===== config.mk =====
export PLATFORM = sky130hd
export DESIGN_NAME = tensor_transpose_address_generator
export DESIGN_NICKNAME = d
export VERILOG_FILES = /design/src/rtl/core/ttag_pkg.sv /design/src/rtl/core/ttag_front.sv /design/src/rtl/core/ttag_queue.sv /design/src/rtl/core/ttag_back.sv /design/src/rtl/core/tensor_transpose_address_generator.sv
export SDC_FILE = /design/constraint.sdc
export NUM_CORES = 2
export LEC_CHECK = 0
export BUFFER_PORTS_ARGS = -buffer_cell sky130_fd_sc_hd__buf_4
export CAP_MARGIN = 15
export CELL_PAD_IN_SITES_DETAIL_PLACEMENT = 0
export CELL_PAD_IN_SITES_GLOBAL_PLACEMENT = 1
export CORE_MARGIN = 5
export CORE_UTILIZATION = 25
export CTS_BUF_LIST = sky130_fd_sc_hd__clkbuf_8 sky130_fd_sc_hd__clkbuf_16
export DETAILED_ROUTE_END_ITERATION = 12
export PLACE_DENSITY_LB_ADDON = 0.1
export SLEW_MARGIN = 20
export SYNTH_ARGS = -nofsm -noshare
export SYNTH_HDL_FRONTEND = slang
export SYNTH_SLANG_ARGS = --single-unit

===== constraint.sdc =====
create_clock -name clk -period 10.5 [get_ports clk]
set_input_delay 0.525 -clock clk [delete_from_list [all_inputs] [get_ports clk]]
set_output_delay 0.525 -clock clk [all_outputs]
set_load 0.005 [all_outputs]

===== src/rtl/core/ttag_pkg.sv =====
// ----------------------------------------------------------------------------
// ttag_pkg: shared types and constants of the transpose address generator
// Widths, register indexes, the configuration and queue-entry structs and
// helpers that clamp raw register values to their working range.
// ----------------------------------------------------------------------------
package ttag_pkg;

  // Sizing of the datapath.
  localparam int MAX_RANK      = 4;
  localparam int NUM_DIMS      = 4;
  localparam int ADDR_BITS     = 24;
  localparam int DIM_BITS      = 12;
  localparam int SIZE_BITS     = DIM_BITS + 1;
  localparam int PROD_BITS     = ADDR_BITS + 1;
  localparam int ELEM_BITS     = 32;
  localparam int RANK_BITS     = 3;
  localparam int DIM_IDX_BITS  = 2;
  localparam int PERM_BITS     = NUM_DIMS * DIM_IDX_BITS;
  localparam int CFG_SIZE_BITS = 13;
  localparam int CFG_IDX_BITS  = 3;
  localparam int CFG_DATA_BITS = 13;
  localparam int QUEUE_DEPTH   = 2;
  localparam int QPTR_BITS     = (QUEUE_DEPTH > 1) ? $clog2(QUEUE_DEPTH) : 1;
  localparam int QCNT_BITS     = $clog2(QUEUE_DEPTH + 1);

  // Register indexes of the configuration port.
  typedef enum logic [CFG_IDX_BITS-1:0] {
    REG_RANK  = 3'd0,
    REG_SIZE0 = 3'd1,
    REG_SIZE1 = 3'd2,
    REG_SIZE2 = 3'd3,
    REG_SIZE3 = 3'd4,
    REG_PERM  = 3'd5
  } ttag_reg_t;

  // Back-end sequencer states.
  typedef enum logic [1:0] {
    BK_IDLE,
    BK_CALC,
    BK_DONE
  } ttag_back_state_t;

  // Working configuration, already clamped to legal ranges.
  typedef struct packed {
    logic [RANK_BITS-1:0]                 rank;
    logic [NUM_DIMS-1:0][SIZE_BITS-1:0]   size;
    logic [NUM_DIMS-1:0][DIM_BITS-1:0]    lim;
    logic [PERM_BITS-1:0]                 perm;
  } ttag_cfg_t;

  // One classified item waiting for its address.
  typedef struct packed {
    logic [ELEM_BITS-1:0]                 element;
    logic [NUM_DIMS-1:0][DIM_BITS-1:0]    pos;
    logic                                 last;
  } ttag_entry_t;

  // A rank of zero acts as one, a rank above the maximum as the maximum.
  function automatic logic [RANK_BITS-1:0] eff_rank(input logic [RANK_BITS-1:0] raw);
    logic [RANK_BITS-1:0] r;
    r = raw;
    if (r == '0) r = RANK_BITS'(1);
    if (int'(r) > MAX_RANK) r = RANK_BITS'(MAX_RANK);
    return r;
  endfunction

  // A size of zero acts as one, a size above 2^DIM_BITS as 2^DIM_BITS.
  function automatic logic [SIZE_BITS-1:0] eff_size(input logic [CFG_SIZE_BITS-1:0] raw);
    logic [31:0] s;
    s = 32'(raw);
    if (s == 32'd0) s = 32'd1;
    if (s > (32'd1 << DIM_BITS)) s = 32'd1 << DIM_BITS;
    return SIZE_BITS'(s);
  endfunction

endpackage


===== src/rtl/core/ttag_front.sv =====
// ----------------------------------------------------------------------------
// ttag_front: input acceptance and odometer
// Accepts one item per cycle while the queue has room, snapshots the position
// counters, flags the final element and advances the odometer.
// ----------------------------------------------------------------------------
module ttag_front (
  input  logic                              clk,
  input  logic                              rst_n,
  input  ttag_pkg::ttag_cfg_t               cfg,
  input  logic                              in_valid,
  input  logic [ttag_pkg::ELEM_BITS-1:0]    in_element_in,
  output logic                              in_stall,
  input  logic                              q_full,
  output logic                              q_push,
  output ttag_pkg::ttag_entry_t             q_push_data
);
  import ttag_pkg::*;

  logic [NUM_DIMS-1:0][DIM_BITS-1:0] cnt_r;
  logic [NUM_DIMS-1:0][DIM_BITS-1:0] cnt_nxt;
  logic [NUM_DIMS-1:0][DIM_BITS-1:0] snap;
  logic                              last;

  // The item is taken whenever the queue can hold it.
  assign in_stall = q_full;
  assign q_push   = in_valid && !q_full;

  // Odometer: innermost dimension first; dimensions beyond the rank read as zero.
  always_comb begin
    logic carry;
    logic at_lim;
    carry   = 1'b1;
    at_lim  = 1'b0;
    cnt_nxt = cnt_r;
    snap    = '0;
    for (int j = NUM_DIMS - 1; j >= 0; j--) begin
      if (j < int'(cfg.rank)) begin
        snap[j] = cnt_r[j];
        at_lim  = (cnt_r[j] >= cfg.lim[j]);
        if (carry) begin
          cnt_nxt[j] = at_lim ? '0 : DIM_BITS'(cnt_r[j] + 1'b1);
        end
        carry = carry && at_lim;
      end else begin
        cnt_nxt[j] = '0;
      end
    end
    last = carry;
  end

  assign q_push_data.element = in_element_in;
  assign q_push_data.pos     = snap;
  assign q_push_data.last    = last;

  // Counters move only when an item is accepted.
  always_ff @(posedge clk) begin
    if (!rst_n) begin
      cnt_r <= '0;
    end else if (q_push) begin
      cnt_r <= cnt_nxt;
    end
  end

endmodule


===== src/rtl/core/ttag_queue.sv =====
// ----------------------------------------------------------------------------
// ttag_queue: short item queue between front and back
// A small register FIFO that lets the front keep accepting while the back end
// works on an earlier item.
// ----------------------------------------------------------------------------
module ttag_queue (
  input  logic                    clk,
  input  logic                    rst_n,
  input  logic                    push,
  input  ttag_pkg::ttag_entry_t   push_data,
  output logic                    full,
  input  logic                    pop,
  output ttag_pkg::ttag_entry_t   pop_data,
  output logic                    empty
);
  import ttag_pkg::*;

  ttag_entry_t            slot_r [QUEUE_DEPTH];
  logic [QPTR_BITS-1:0]   wr_ptr_r;
  logic [QPTR_BITS-1:0]   rd_ptr_r;
  logic [QCNT_BITS-1:0]   count_r;

  assign full     = (count_r == QCNT_BITS'(QUEUE_DEPTH));
  assign empty    = (count_r == '0);
  assign pop_data = slot_r[rd_ptr_r];

  // Pointer and fill-count bookkeeping.
  always_ff @(posedge clk) begin
    if (!rst_n) begin
      wr_ptr_r <= '0;
      rd_ptr_r <= '0;
      count_r  <= '0;
    end else begin
      if (push) begin
        wr_ptr_r <= (int'(wr_ptr_r) == QUEUE_DEPTH - 1) ? '0 : QPTR_BITS'(wr_ptr_r + 1'b1);
      end
      if (pop) begin
        rd_ptr_r <= (int'(rd_ptr_r) == QUEUE_DEPTH - 1) ? '0 : QPTR_BITS'(rd_ptr_r + 1'b1);
      end
      if (push && !pop) begin
        count_r <= QCNT_BITS'(count_r + 1'b1);
      end else if (pop && !push) begin
        count_r <= QCNT_BITS'(count_r - 1'b1);
      end
    end
  end

  // Storage needs no reset.
  always_ff @(posedge clk) begin
    if (push) begin
      slot_r[wr_ptr_r] <= push_data;
    end
  end

endmodule


===== src/rtl/core/ttag_back.sv =====
// ----------------------------------------------------------------------------
// ttag_back: address computation and result register
// Takes one item from the queue and builds its output address in row-major
// order with one multiply-add per output dimension, while a second multiplier
// checks the tensor size against the address space.
// ----------------------------------------------------------------------------
module ttag_back (
  input  logic                              clk,
  input  logic                              rst_n,
  input  ttag_pkg::ttag_cfg_t               cfg,
  input  logic                              q_empty,
  input  ttag_pkg::ttag_entry_t             q_data,
  output logic                              q_pop,
  output logic                              out_valid,
  input  logic                              out_stall,
  output logic [ttag_pkg::ADDR_BITS-1:0]    out_address,
  output logic [ttag_pkg::ELEM_BITS-1:0]    out_element_out,
  output logic                              out_last_element,
  output logic                              out_size_error
);
  import ttag_pkg::*;

  ttag_back_state_t               state_r;
  ttag_back_state_t               state_nxt;
  ttag_entry_t                    ent_r;
  logic [ADDR_BITS-1:0]           acc_r;
  logic [ADDR_BITS-1:0]           acc_nxt;
  logic [PROD_BITS-1:0]           prod_r;
  logic                           ovf_r;
  logic [DIM_IDX_BITS-1:0]        iter_r;
  logic                           out_valid_r;
  logic [ADDR_BITS-1:0]           out_addr_r;
  logic [ELEM_BITS-1:0]           out_elem_r;
  logic                           out_last_r;
  logic                           out_err_r;

  logic                           iter_last;
  logic                           out_free;
  logic                           do_step;
  logic                           load_out;
  logic [DIM_IDX_BITS-1:0]        d;
  logic                           use_d;
  logic [SIZE_BITS-1:0]           sz;
  logic [DIM_BITS-1:0]            pos;
  logic [ADDR_BITS+SIZE_BITS-1:0] mul_a;
  logic [PROD_BITS+SIZE_BITS-1:0] mul_p;
  logic                           too_big;

  assign iter_last = (RANK_BITS'(iter_r) + RANK_BITS'(1)) == cfg.rank;
  assign out_free  = !out_valid_r || !out_stall;

  // Next-state logic of the sequencer.
  always_comb begin
    state_nxt = state_r;
    case (state_r)
      BK_IDLE: begin
        if (!q_empty) state_nxt = BK_CALC;
      end
      BK_CALC: begin
        if (iter_last) state_nxt = BK_DONE;
      end
      BK_DONE: begin
        if (out_free) state_nxt = BK_IDLE;
      end
      default: state_nxt = BK_IDLE;
    endcase
  end

  // Sequencer outputs.
  always_comb begin
    q_pop    = 1'b0;
    do_step  = 1'b0;
    load_out = 1'b0;
    case (state_r)
      BK_IDLE: q_pop    = !q_empty;
      BK_CALC: do_step  = 1'b1;
      BK_DONE: load_out = out_free;
      default: ;
    endcase
  end

  // One Horner step: output position iter_r holds input dimension d.
  always_comb begin
    d       = cfg.perm[DIM_IDX_BITS*iter_r +: DIM_IDX_BITS];
    use_d   = (RANK_BITS'(d) < cfg.rank);
    sz      = use_d ? cfg.size[d] : SIZE_BITS'(1);
    pos     = use_d ? ent_r.pos[d] : '0;
    mul_a   = acc_r * sz;
    acc_nxt = ADDR_BITS'(mul_a) + ADDR_BITS'(pos);
    mul_p   = prod_r * cfg.size[iter_r];
    too_big = (mul_p > (PROD_BITS + SIZE_BITS)'(1) << ADDR_BITS);
  end

  // Control registers.
  always_ff @(posedge clk) begin
    if (!rst_n) begin
      state_r     <= BK_IDLE;
      out_valid_r <= 1'b0;
    end else begin
      state_r <= state_nxt;
      if (load_out) begin
        out_valid_r <= 1'b1;
      end else if (!out_stall) begin
        out_valid_r <= 1'b0;
      end
    end
  end

  // Working and result registers.
  always_ff @(posedge clk) begin
    if (q_pop) begin
      ent_r  <= q_data;
      acc_r  <= '0;
      prod_r <= PROD_BITS'(1);
      ovf_r  <= 1'b0;
      iter_r <= '0;
    end else if (do_step) begin
      acc_r  <= acc_nxt;
      iter_r <= DIM_IDX_BITS'(iter_r + 1'b1);
      // The product saturates at the address space once it has passed it.
      if (too_big) begin
        ovf_r  <= 1'b1;
        prod_r <= PROD_BITS'(1) << ADDR_BITS;
      end else begin
        prod_r <= PROD_BITS'(mul_p);
      end
    end
    if (load_out) begin
      out_addr_r <= acc_r;
      out_elem_r <= ent_r.element;
      out_last_r <= ent_r.last;
      out_err_r  <= ovf_r;
    end
  end

  assign out_valid        = out_valid_r;
  assign out_address      = out_addr_r;
  assign out_element_out  = out_elem_r;
  assign out_last_element = out_last_r;
  assign out_size_error   = out_err_r;

endmodule


===== src/rtl/core/tensor_transpose_address_generator.sv =====
// The back end works on one item at a time: it takes an item from the queue only
// once the previous result has been loaded, and its single multiply-add unit
// takes one output dimension per cycle.
// The front accepts up to two items ahead of the back end through its queue.
// Reset (rst_n low, synchronous) clears the counters, empties the queue and
// result register, and loads rank 4, sizes 1 and the identity permutation.
// ----------------------------------------------------------------------------
// tensor_transpose_address_generator: top level
// Holds the configuration registers and joins the front end, the item queue
// and the back end that computes permuted output addresses.
// ----------------------------------------------------------------------------
module tensor_transpose_address_generator (
  input  logic                                 clk,
  input  logic                                 rst_n,
  input  logic                                 cfg_valid,
  output logic                                 cfg_ready,
  input  logic [ttag_pkg::CFG_IDX_BITS-1:0]    cfg_index,
  input  logic [ttag_pkg::CFG_DATA_BITS-1:0]   cfg_data,
  input  logic                                 in_valid,
  output logic                                 in_stall,
  input  logic [ttag_pkg::ELEM_BITS-1:0]       in_element_in,
  output logic                                 out_valid,
  input  logic                                 out_stall,
  output logic [ttag_pkg::ADDR_BITS-1:0]       out_address,
  output logic [ttag_pkg::ELEM_BITS-1:0]       out_element_out,
  output logic                                 out_last_element,
  output logic                                 out_size_error
);
  import ttag_pkg::*;

  logic [RANK_BITS-1:0]                    rank_r;
  logic [NUM_DIMS-1:0][CFG_SIZE_BITS-1:0]  size_r;
  logic [PERM_BITS-1:0]                    perm_r;
  ttag_cfg_t                               cfg;
  logic                                    q_push;
  ttag_entry_t                             q_push_data;
  logic                                    q_full;
  logic                                    q_pop;
  ttag_entry_t                             q_data;
  logic                                    q_empty;

  assign cfg_ready = 1'b1;

  // Configuration registers.
  always_ff @(posedge clk) begin
    if (!rst_n) begin
      rank_r <= RANK_BITS'(4);
      size_r <= {NUM_DIMS{CFG_SIZE_BITS'(1)}};
      perm_r <= PERM_BITS'(228);
    end else if (cfg_valid && cfg_ready) begin
      case (cfg_index)
        REG_RANK:  rank_r    <= cfg_data[RANK_BITS-1:0];
        REG_SIZE0: size_r[0] <= cfg_data[CFG_SIZE_BITS-1:0];
        REG_SIZE1: size_r[1] <= cfg_data[CFG_SIZE_BITS-1:0];
        REG_SIZE2: size_r[2] <= cfg_data[CFG_SIZE_BITS-1:0];
        REG_SIZE3: size_r[3] <= cfg_data[CFG_SIZE_BITS-1:0];
        REG_PERM:  perm_r    <= cfg_data[PERM_BITS-1:0];
        default: ;
      endcase
    end
  end

  // Clamp raw register values into their working ranges.
  always_comb begin
    cfg.rank = eff_rank(rank_r);
    cfg.perm = perm_r;
    for (int j = 0; j < NUM_DIMS; j++) begin
      cfg.size[j] = eff_size(size_r[j]);
      cfg.lim[j]  = DIM_BITS'(cfg.size[j] - 1'b1);
    end
  end

  ttag_front u_front (
    .clk           (clk),
    .rst_n         (rst_n),
    .cfg           (cfg),
    .in_valid      (in_valid),
    .in_element_in (in_element_in),
    .in_stall      (in_stall),
    .q_full        (q_full),
    .q_push        (q_push),
    .q_push_data   (q_push_data)
  );

  ttag_queue u_queue (
    .clk       (clk),
    .rst_n     (rst_n),
    .push      (q_push),
    .push_data (q_push_data),
    .full      (q_full),
    .pop       (q_pop),
    .pop_data  (q_data),
    .empty     (q_empty)
  );

  ttag_back u_back (
    .clk              (clk),
    .rst_n            (rst_n),
    .cfg              (cfg),
    .q_empty          (q_empty),
    .q_data           (q_data),
    .q_pop            (q_pop),
    .out_valid        (out_valid),
    .out_stall        (out_stall),
    .out_address      (out_address),
    .out_element_out  (out_element_out),
    .out_last_element (out_last_element),
    .out_size_error   (out_size_error)
  );

endmodule


# Word level (Yosys, flattened, before mapping)
# Memory sizes are Yosys's and may differ from the RTL's. A register that Yosys moved wholly into a read port is not among the register bits.
# Index checks and enable logic that the tools add are counted.
[op_classes] n_addsub=15 mul=2 div=0 n_lt_le_gt_ge=17 n_eq_ne=16 shift=1 muxes=53 n_bitwise=0 n_reduce_logical=33
[ops] op="2-to-1 mux 12 bit" count=17
[ops] op="2-to-1 mux 13 bit" count=11
[ops] op="> comparator 32 x 13 -> 1 bit, second input constant" count=4
[ops] op="binary-select mux 13 bit (select 2 bit)" count=2
[ops] op="logical NOT 13 bit" count=4
[ops] op="adder 12 x 1 -> 12 bit, second input constant" count=4
[ops] op="greater-or-equal comparator 12 bit" count=4
[ops] op="subtractor 12 x 1 -> 12 bit, second input constant" count=4
[ops] op="> comparator 38 x 25 -> 1 bit, second input constant" count=1
[ops] op="multiplier 25 x 13 -> 38 bit" count=1
[ops] op="2-to-1 mux 25 bit" count=1
[ops] op="adder 24 x 12 -> 24 bit" count=1
[ops] op="binary-select mux 12 bit (select 2 bit)" count=1
[ops] op="multiplier 24 x 13 -> 24 bit" count=1
[ops] op="AND reduction 2 bit" count=10
[ops] op="2-to-1 mux 1 bit" count=13
[ops] op="!= test 2 x 1 -> 1 bit, second input constant" count=6
[ops] op="2-to-1 mux 2 bit" count=5
[ops] op="indexed part select 8 x 4 -> 2 bit" count=1
[ops] op="equality test 3 x 2 -> 1 bit, second input constant" count=2
[ops] op="equality test 3 bit, second input constant" count=2
[ops] op="logical AND 1 bit" count=6
[ops] op="logical NOT 1 bit" count=6
[ops] op="logical NOT 3 bit" count=2
[ops] op="other kinds (20)" count=28
[totals] ff_bits=228 latchBits=0 ram_bits=162 rom_bits=0 in_bits=53 output_inout_bits=61 word_cells=161 memories=1
[mem_list] memory="u_queue.slot_r" depth=2 width=81 rd=1 rd_clocked_by_memory_dff=1 write_ports=1 line_no="ttag_queue.sv:18" rtl="ttag_entry_t slot_r [QUEUE_DEPTH];"

# Longest topological paths before layout
[depth] ltp_word=13 mapped_depth=39 depth_no_buf=32

# Hierarchy
# From an unflattened synthesis, not the netlist that was laid out.
[hier_totals] hier_cells=3864 area_unflattened_um2=39080.0
[modules_own_cells] module="ttag_back" instances=1 cells_per_inst=2502 area_per_inst_um2=24846.3 seq_area_each_um2=5275.1
[modules_own_cells] module="ttag_queue" instances=1 cells_per_inst=274 area_per_inst_um2=6093.3 seq_area_each_um2=4964.8
[modules_own_cells] module="ttag_front" instances=1 cells_per_inst=547 area_per_inst_um2=4232.8 seq_area_each_um2=960.9
[modules_own_cells] module="tensor_transpose_address_generator" instances=1 cells_per_inst=541 area_per_inst_um2=3907.5 seq_area_each_um2=1261.2

# Worst setup path before layout
# No wires, ideal clock.
[synth_path] kind="flip-flop to flip-flop" start="reg u_back.iter_r[1]" end="reg u_back.acc_r[23]" setup_time_ns=0.117 arrival_time_ns=8.264 t_required_ns=10.383 setup_slack_ns=2.119 path_stages_with_launch=36 n_path_buf=7 synth_period_minus_slack_ns=8.381 path_cell_list="dfxtp_1 buf_2 mux2_2 buf_6 inv_2 buf_4 clkbuf_1 buf_1 ha_1 nor2_1 nor2_1 o31a_1 buf_6 nor2_2 clkbuf_1 nand2_1 fa_1 inv_1 fa_1 inv_1 fa_1 inv_1 fa_1 fa_1 fa_1 ha_1 or2_2 a21oi_1 a21oi_1 a221o_1 a21o_1 a21oi_1 nor2_1 o41ai_1 xnor2_1 a22o_1"
[synth_via] elab_chain_len=6 elab_cells_between_ends=10 cone_classes="add/sub: 1; mul: 1; order compare: 1; shift: 1; mux: 6"
[synth_lines] item="start, declared" line_no="ttag_back.sv:30" rtl="logic [DIM_IDX_BITS-1:0] iter_r;"
[synth_lines] item="start signal, assigned" line_no="ttag_back.sv:119" rtl="iter_r <= DIM_IDX_BITS'(iter_r + 1'b1);"
[synth_lines] item="indexed part select 8 x 4 -> 2 bit *" line_no="ttag_back.sv:84" rtl="d = cfg.perm[DIM_IDX_BITS*iter_r +: DIM_IDX_BITS];"
[synth_lines] item="binary-select mux 13 bit (select 2 bit)" line_no="ttag_back.sv:86" rtl="sz = use_d ? cfg.size[d] : SIZE_BITS'(1);"
[synth_lines] item="2-to-1 mux 13 bit (not written as such)" line_no="ttag_back.sv:86"
[synth_lines] item="2-to-1 mux 13 bit" line_no="ttag_back.sv:86"
[synth_lines] item="multiplier 24 x 13 -> 24 bit" line_no="ttag_back.sv:88" rtl="mul_a = acc_r * sz;"
[synth_lines] item="adder 24 x 12 -> 24 bit *" line_no="ttag_back.sv:89" rtl="acc_nxt = ADDR_BITS'(mul_a) + ADDR_BITS'(pos);"
[synth_lines] item="end signal, assigned" line_no="ttag_back.sv:118" rtl="acc_r <= acc_nxt;"
[synth_lines] item="end, declared" line_no="ttag_back.sv:26" rtl="logic [ADDR_BITS-1:0] acc_r;"
# Mark *: on every way between the ends. The rest lies on a longest branch, timed or not. The select of a mux whose other input is x is not followed.
# A chain may end at the register's enable or synchronous reset.

# Final worst setup path
[layout_path] start="reg size_r[28] in the netlist's numbering" end="reg u_back.ovf_r"
[layout_via] elab_chain_len=9
[layout_lines] item="start, declared" line_no="tensor_transpose_address_generator.sv:32" rtl="logic [NUM_DIMS-1:0][CFG_SIZE_BITS-1:0] size_r;"
[layout_lines] item="start signal, assigned" line_no="tensor_transpose_address_generator.sv:48" rtl="size_r <= {NUM_DIMS{CFG_SIZE_BITS'(1)}};"
[layout_lines] item="logical NOT 13 bit" line_no="ttag_pkg.sv:71" rtl="if (s == 32'd0) s = 32'd1;"
[layout_lines] item="2-to-1 mux 13 bit *" line_no="ttag_pkg.sv:71"
[layout_lines] item="> comparator 32 x 13 -> 1 bit" line_no="ttag_pkg.sv:72" rtl="if (s > (32'd1 << DIM_BITS)) s = 32'd1 << DIM_BITS;"
[layout_lines] item="2-to-1 mux 13 bit *" line_no="ttag_pkg.sv:72"
[layout_lines] item="binary-select mux 13 bit (select 2 bit) *" line_no="ttag_back.sv:90" rtl="mul_p = prod_r * cfg.size[iter_r];"
[layout_lines] item="2-to-1 mux 13 bit (not written as such) *" line_no="ttag_back.sv:90"
[layout_lines] item="multiplier 25 x 13 -> 38 bit *" line_no="ttag_back.sv:90"
[layout_lines] item="> comparator 38 x 25 -> 1 bit *" line_no="ttag_back.sv:91" rtl="too_big = (mul_p > (PROD_BITS + SIZE_BITS)'(1) << ADDR_BITS);"
[layout_lines] item="AND reduction 2 bit (no source line) *"
[layout_lines] item="end signal, assigned" line_no="ttag_back.sv:115" rtl="ovf_r <= 1'b0;"
[layout_lines] item="end signal, assigned" line_no="ttag_back.sv:122" rtl="ovf_r <= 1'b1;"
[layout_lines] item="end, declared" line_no="ttag_back.sv:29" rtl="logic ovf_r;"
# Marked as above.

==> results_tabular.tex <==
\begin{tabular}{lr}
\hline
Metric & Value \\
\hline
\multicolumn{2}{l}{\textbf{Floorplan}} \\
Floorplan die width & 402 um \\
Y dimension of the die & 402 um \\
Core box area & 0.152 mm\^{}2 \\
Number of placement rows & 143 \\
Starting density of the core & 25.2\% \\
Ports placed on the boundary & 114 \\
Area enclosed by the die boundary & 0.161 mm\^{}2 \\
\multicolumn{2}{l}{\textbf{Worst setup path}} \\
Max FO, Critical Path & 25 \\
Kind of end point of the critical path & flip-flop \\
Type of the setup path with the least slack & flip-flop to flip-flop \\
Slack of the worst reg-to-reg path & 1.08 ns \\
Data required time of the critical path & 11.07 ns \\
Startpoint type of the worst setup path & flip-flop \\
Slowest CP cell & sky130\_fd\_sc\_hd\_\_or4b\_1 \\
Arrival time of the worst setup path & 9.98 ns \\
CP most frequent cell & sky130\_fd\_sc\_hd\_\_fa\_1 \\
Max incr delay on CP & 0.69 ns \\
\multicolumn{2}{l}{\textbf{Power and ir drop}} \\
Static Leak & 18.7 nW \\
Power dissipated by switching net loads & 3.92 mW \\
Internal power consumption & 5.15 mW \\
PD cells & 207 mW/mm\^{}2 \\
Sequential cell fraction of total power & 31.0\% \\
Max VDD drop & 145 uV \\
Fraction of power consumed by combinational cells & 46.2\% \\
Switching share of total power & 43.2\% \\
Portion of total power attributed to the clock network & 22.8\% \\
\multicolumn{2}{l}{\textbf{Detailed routing}} \\
Detailed-routing iteration count for the pre-antenna-repair pass & 4 \\
Detail-routed net length per standard cell & 20.8 um \\
Routed vias/inst & 4.46 \\
Starting DRT DRC Count & 1285 \\
Wire length reported by the detailed router & 124000 um \\
Residual DRC count & 0 \\
Via count & 26600 \\
Detail Route Antenna Nets & 0 \\
\multicolumn{2}{l}{\textbf{Timing}} \\
Fin Setup TNS & 0 ns \\
Fmax & 106 MHz \\
Hold Vio Cnt, Final & 0 \\
Worst slew pin tran & 1.04 ns \\
Ratio of final minimum period to clock period & 89.7\% \\
Count of final max-slew check failures & 0 \\
Final-report setup violation count & 0 \\
Clock tree skew after final layout & 0.0836 ns \\
Min Tclk post-route & 9.42 ns \\
Setup repair after global routing missed its margin & no \\
Headroom to the max-slew limit & 30.5\% \\
\multicolumn{2}{l}{\textbf{Clock network}} \\
CTS tree & done \\
\# H-tree levels & 2 \\
Total number of clock tree sinks & 471 \\
Clk Latency, worst-skew pair & 0.69 ns \\
CTS clk-pin slew, worst paths & 0.06 ns \\
Postcts setup bufs & 0 \\
Deepest clock path buffer count & 3 \\
Number of buffers created by CTS & 60 \\
Clk root buf & sky130\_fd\_sc\_hd\_\_clkbuf\_16 \\
Number of resized instances in the post-cts repair step & 0 \\
\multicolumn{2}{l}{\textbf{Yosys}} \\
Distinct cells, synth & 84 \\
Post-synthesis cell count & 3816 \\
Primary flip-flop cell chosen by synthesis mapping & sky130\_fd\_sc\_hd\_\_edfxtp\_1 \\
Number of flops mapped to enable cells by yosys & 301 \\
Register bit total from synthesis & 471 \\
Post-Syn Nets & 4504 \\
Synthesized area per cell & 10.1 um\^{}2 \\
Yosys warns & 0 \\
FFs w/ async S/R, synth & 0\% \\
Cell Area, Synth & 0.0384 mm\^{}2 \\
Part of the Yosys area used for sequential elements & 32.4\% \\
\multicolumn{2}{l}{\textbf{GRT}} \\
Global route overflow & 0 \\
Initial antenna violation count & 10 \\
Wire length of the first global-routing pass & 191000 um \\
Via count of the first global-routing pass & 28900 \\
Global-route usage over all layers & 15.4\% \\
Maximum number of pins on one net before global-route repair & 81 \\
\multicolumn{2}{l}{\textbf{Place}} \\
Final GP Congestion & 0.761 \\
Post-Place Cells & 5830 \\
Placement Cell Area & 0.0416 mm\^{}2 \\
Port Buffers & 112 \\
Hpwl dp & 93100 um \\
\multicolumn{2}{l}{\textbf{Final layout}} \\
Layout-stage area growth over the synthesis result & 14.2\% \\
Post-route cell area & 0.0438 mm\^{}2 \\
Final \#Nets & 4571 \\
Share of post-route cells with drive strength above 1 & 11.0\% \\
Final cell utilization of the core & 28.8\% \\
Final cell count without fillers & 5971 \\
\multicolumn{2}{l}{\textbf{Run status}} \\
Run status & complete, no violations \\
\multicolumn{2}{l}{\textbf{Flow run}} \\
Number of violations of the max-capacitance limit & 0 \\
\multicolumn{2}{l}{\textbf{Worst hold path}} \\
Hold Path Class & input port to flip-flop \\
\hline
\end{tabular}
[synth_stat cells, drive strengths merged, types with 24 or more instances]
| cell | instances | area [um^2] |
|---|---|---|
| xor2 | 39 | 342 |
| nand4 | 25 | 156 |
| edfxtp | 301 | 9040 |
| o31ai | 24 | 180 |
| a211oi | 29 | 255 |
| nor3 | 40 | 211 |
| dfxtp | 170 | 3400 |
| nand3 | 42 | 210 |
| nor2 | 138 | 523 |
| and3 | 25 | 156 |
| nor2b | 53 | 332 |
| xnor2 | 69 | 604 |
| a21oi | 123 | 616 |
| ha | 205 | 2560 |
| nand2b | 35 | 219 |
| a21o | 47 | 353 |
| clkbuf | 175 | 657 |
| mux2 | 86 | 968 |
| and2 | 250 | 1560 |
| nand2 | 582 | 2190 |
| a21boi | 61 | 458 |
| inv | 536 | 2010 |
| fa | 430 | 8610 |
| o21ai | 63 | 315 |
[cells by family after synthesis]
group / synth area share [%]
flops: 32.4
simple gates: 15.9
fa+ha+maj: 29.1
buf+inv: 7.35
mux: 4.15
xor+xnor: 2.59
compound gates: 8.48
other cells: 0.00977
[layout by cell type, fill, tap and decap left out, types with 11 or more instances in the layout]
master / netlist / final
sky130_fd_sc_hd__or3_1: 15 / 15
sky130_fd_sc_hd__a21oi_1: 123 / 114
sky130_fd_sc_hd__mux4_2: 21 / 21
sky130_fd_sc_hd__a31oi_1: 11 / 11
sky130_fd_sc_hd__inv_1: 533 / 542
sky130_fd_sc_hd__and2_1: 250 / 250
sky130_fd_sc_hd__nand4_1: 25 / 25
sky130_fd_sc_hd__fa_1: 430 / 430
sky130_fd_sc_hd__and3_1: 25 / 24
sky130_fd_sc_hd__nand2b_1: 35 / 34
sky130_fd_sc_hd__nor3_1: 39 / 38
sky130_fd_sc_hd__xor2_1: 39 / 39
sky130_fd_sc_hd__nand3_1: 42 / 42
sky130_fd_sc_hd__a21o_1: 47 / 47
sky130_fd_sc_hd__nand2_1: 581 / 581
sky130_fd_sc_hd__ha_1: 205 / 205
sky130_fd_sc_hd__o21a_1: 19 / 19
sky130_fd_sc_hd__clkinv_1: 1 / 11
sky130_fd_sc_hd__o31ai_1: 24 / 22
sky130_fd_sc_hd__nor2_1: 136 / 131
sky130_fd_sc_hd__nor4_1: 20 / 20
sky130_fd_sc_hd__a22o_1: 21 / 21
sky130_fd_sc_hd__clkbuf_16: 0 / 61
sky130_fd_sc_hd__dlygate4sd3_1: 0 / 21
sky130_fd_sc_hd__o21bai_1: 12 / 12
sky130_fd_sc_hd__or4_1: 16 / 16
sky130_fd_sc_hd__clkinv_2: 0 / 16
sky130_fd_sc_hd__buf_4: 2 / 181
sky130_fd_sc_hd__xnor2_1: 69 / 69
sky130_fd_sc_hd__a21boi_0: 61 / 61
sky130_fd_sc_hd__o21ai_0: 59 / 58
sky130_fd_sc_hd__edfxtp_1: 301 / 301
sky130_fd_sc_hd__nor2b_1: 53 / 52
sky130_fd_sc_hd__mux2i_1: 15 / 15
sky130_fd_sc_hd__dfxtp_1: 170 / 168
sky130_fd_sc_hd__mux2_2: 86 / 86
sky130_fd_sc_hd__a211oi_1: 23 / 22
[routing by layer]
layer	vias to the layer above	track usage, %	share of wire, %
li1	12600	-	-
met4	0	2.89	1.8
met5	-	0	0
met1	13600	22.3	49
met3	104	1.63	3.2
met2	374	25.2	46
[cell type report]
type,count,area [um^2]
clock inverter,52,464
sequential,471,12400
timing repair buffer,202,1570
clock buffer,61,1530
fill,16000,108000
tap,2030,2540
inverter,537,2020
antenna,7,17.5
multi-input combinational,2611,23300
[critical path: cells and delay by family, from the launching register on]
kind | cells | cell delay [ns]
adder cells (fa/ha/maj) | 6 | 2.71
AO/OA/AOI/OAI | 9 | 2.63
buffers and inverters | 5 | 0.65
flip-flops | 1 | 0.42
AND/OR/NAND/NOR | 10 | 2.67
XOR/XNOR | 1 | 0.17
[through the flow]
| stage | power (mW) | hold slack, ns | setup slack (ns) |
|---|---|---|---|
| global route | 9.85 | 0.0408 | 0.488 |
| detailed placement | 7.12 | 0.405 | 1.13 |
| CTS | 9.31 | 0.0306 | 1.11 |
| floorplan | 5.51 | 0.400 | 2.12 |
| global placement | 7.19 | 0.400 | 0.991 |
| finish | 9.07 | 0.0946 | 1.08 |
[flip-flops by register name, indices dropped and copies added (netlist names), 2 cells and up]
| signal | count |
|---|---|
| u_back.state_r | 2 |
| u_front.cnt_r | 48 |
| u_back.ent_r | 81 |
| u_back.acc_r | 24 |
| u_back.iter_r | 2 |
| u_back.out_address | 24 |
| rank_r | 3 |
| u_queue.slot_r | 162 |
| u_back.prod_r | 25 |
| u_queue.count_r | 2 |
| perm_r | 8 |
| size_r | 52 |
| u_back.out_element_out | 32 |
[path summary, 6_finish.rpt]
kind,from,to,depth (start not counted)
max,size_r[28],u_back.ovf_r,31
min,in_element_in[12],u_queue.slot_r[1][61],1
max reg2reg,size_r[28],u_back.ovf_r,31
min reg2reg,u_back.ent_r[77],u_back.out_element_out[28],0
[power groups by stage]
| stage | combinational (mW) | clock [mW] | sequential, mW |
|---|---|---|---|
| final | 4.19 | 2.07 | 2.81 |
| after global routing | 4.74 | 2.25 | 2.86 |
| after CTS | 4.31 | 2.17 | 2.83 |
| after detailed placement | 4.26 | 0 | 2.86 |
| after global placement | 4.32 | 0 | 2.86 |
| after floorplan | 2.95 | 0 | 2.56 |
[repair_timing]
item                       4_1_cts  5_1_grt
setup endpoints to repair        0        0
hold buffers                    21        0
hold endpoints to repair        42        0
No activity file was read; power rests on OpenSTA's default activity.
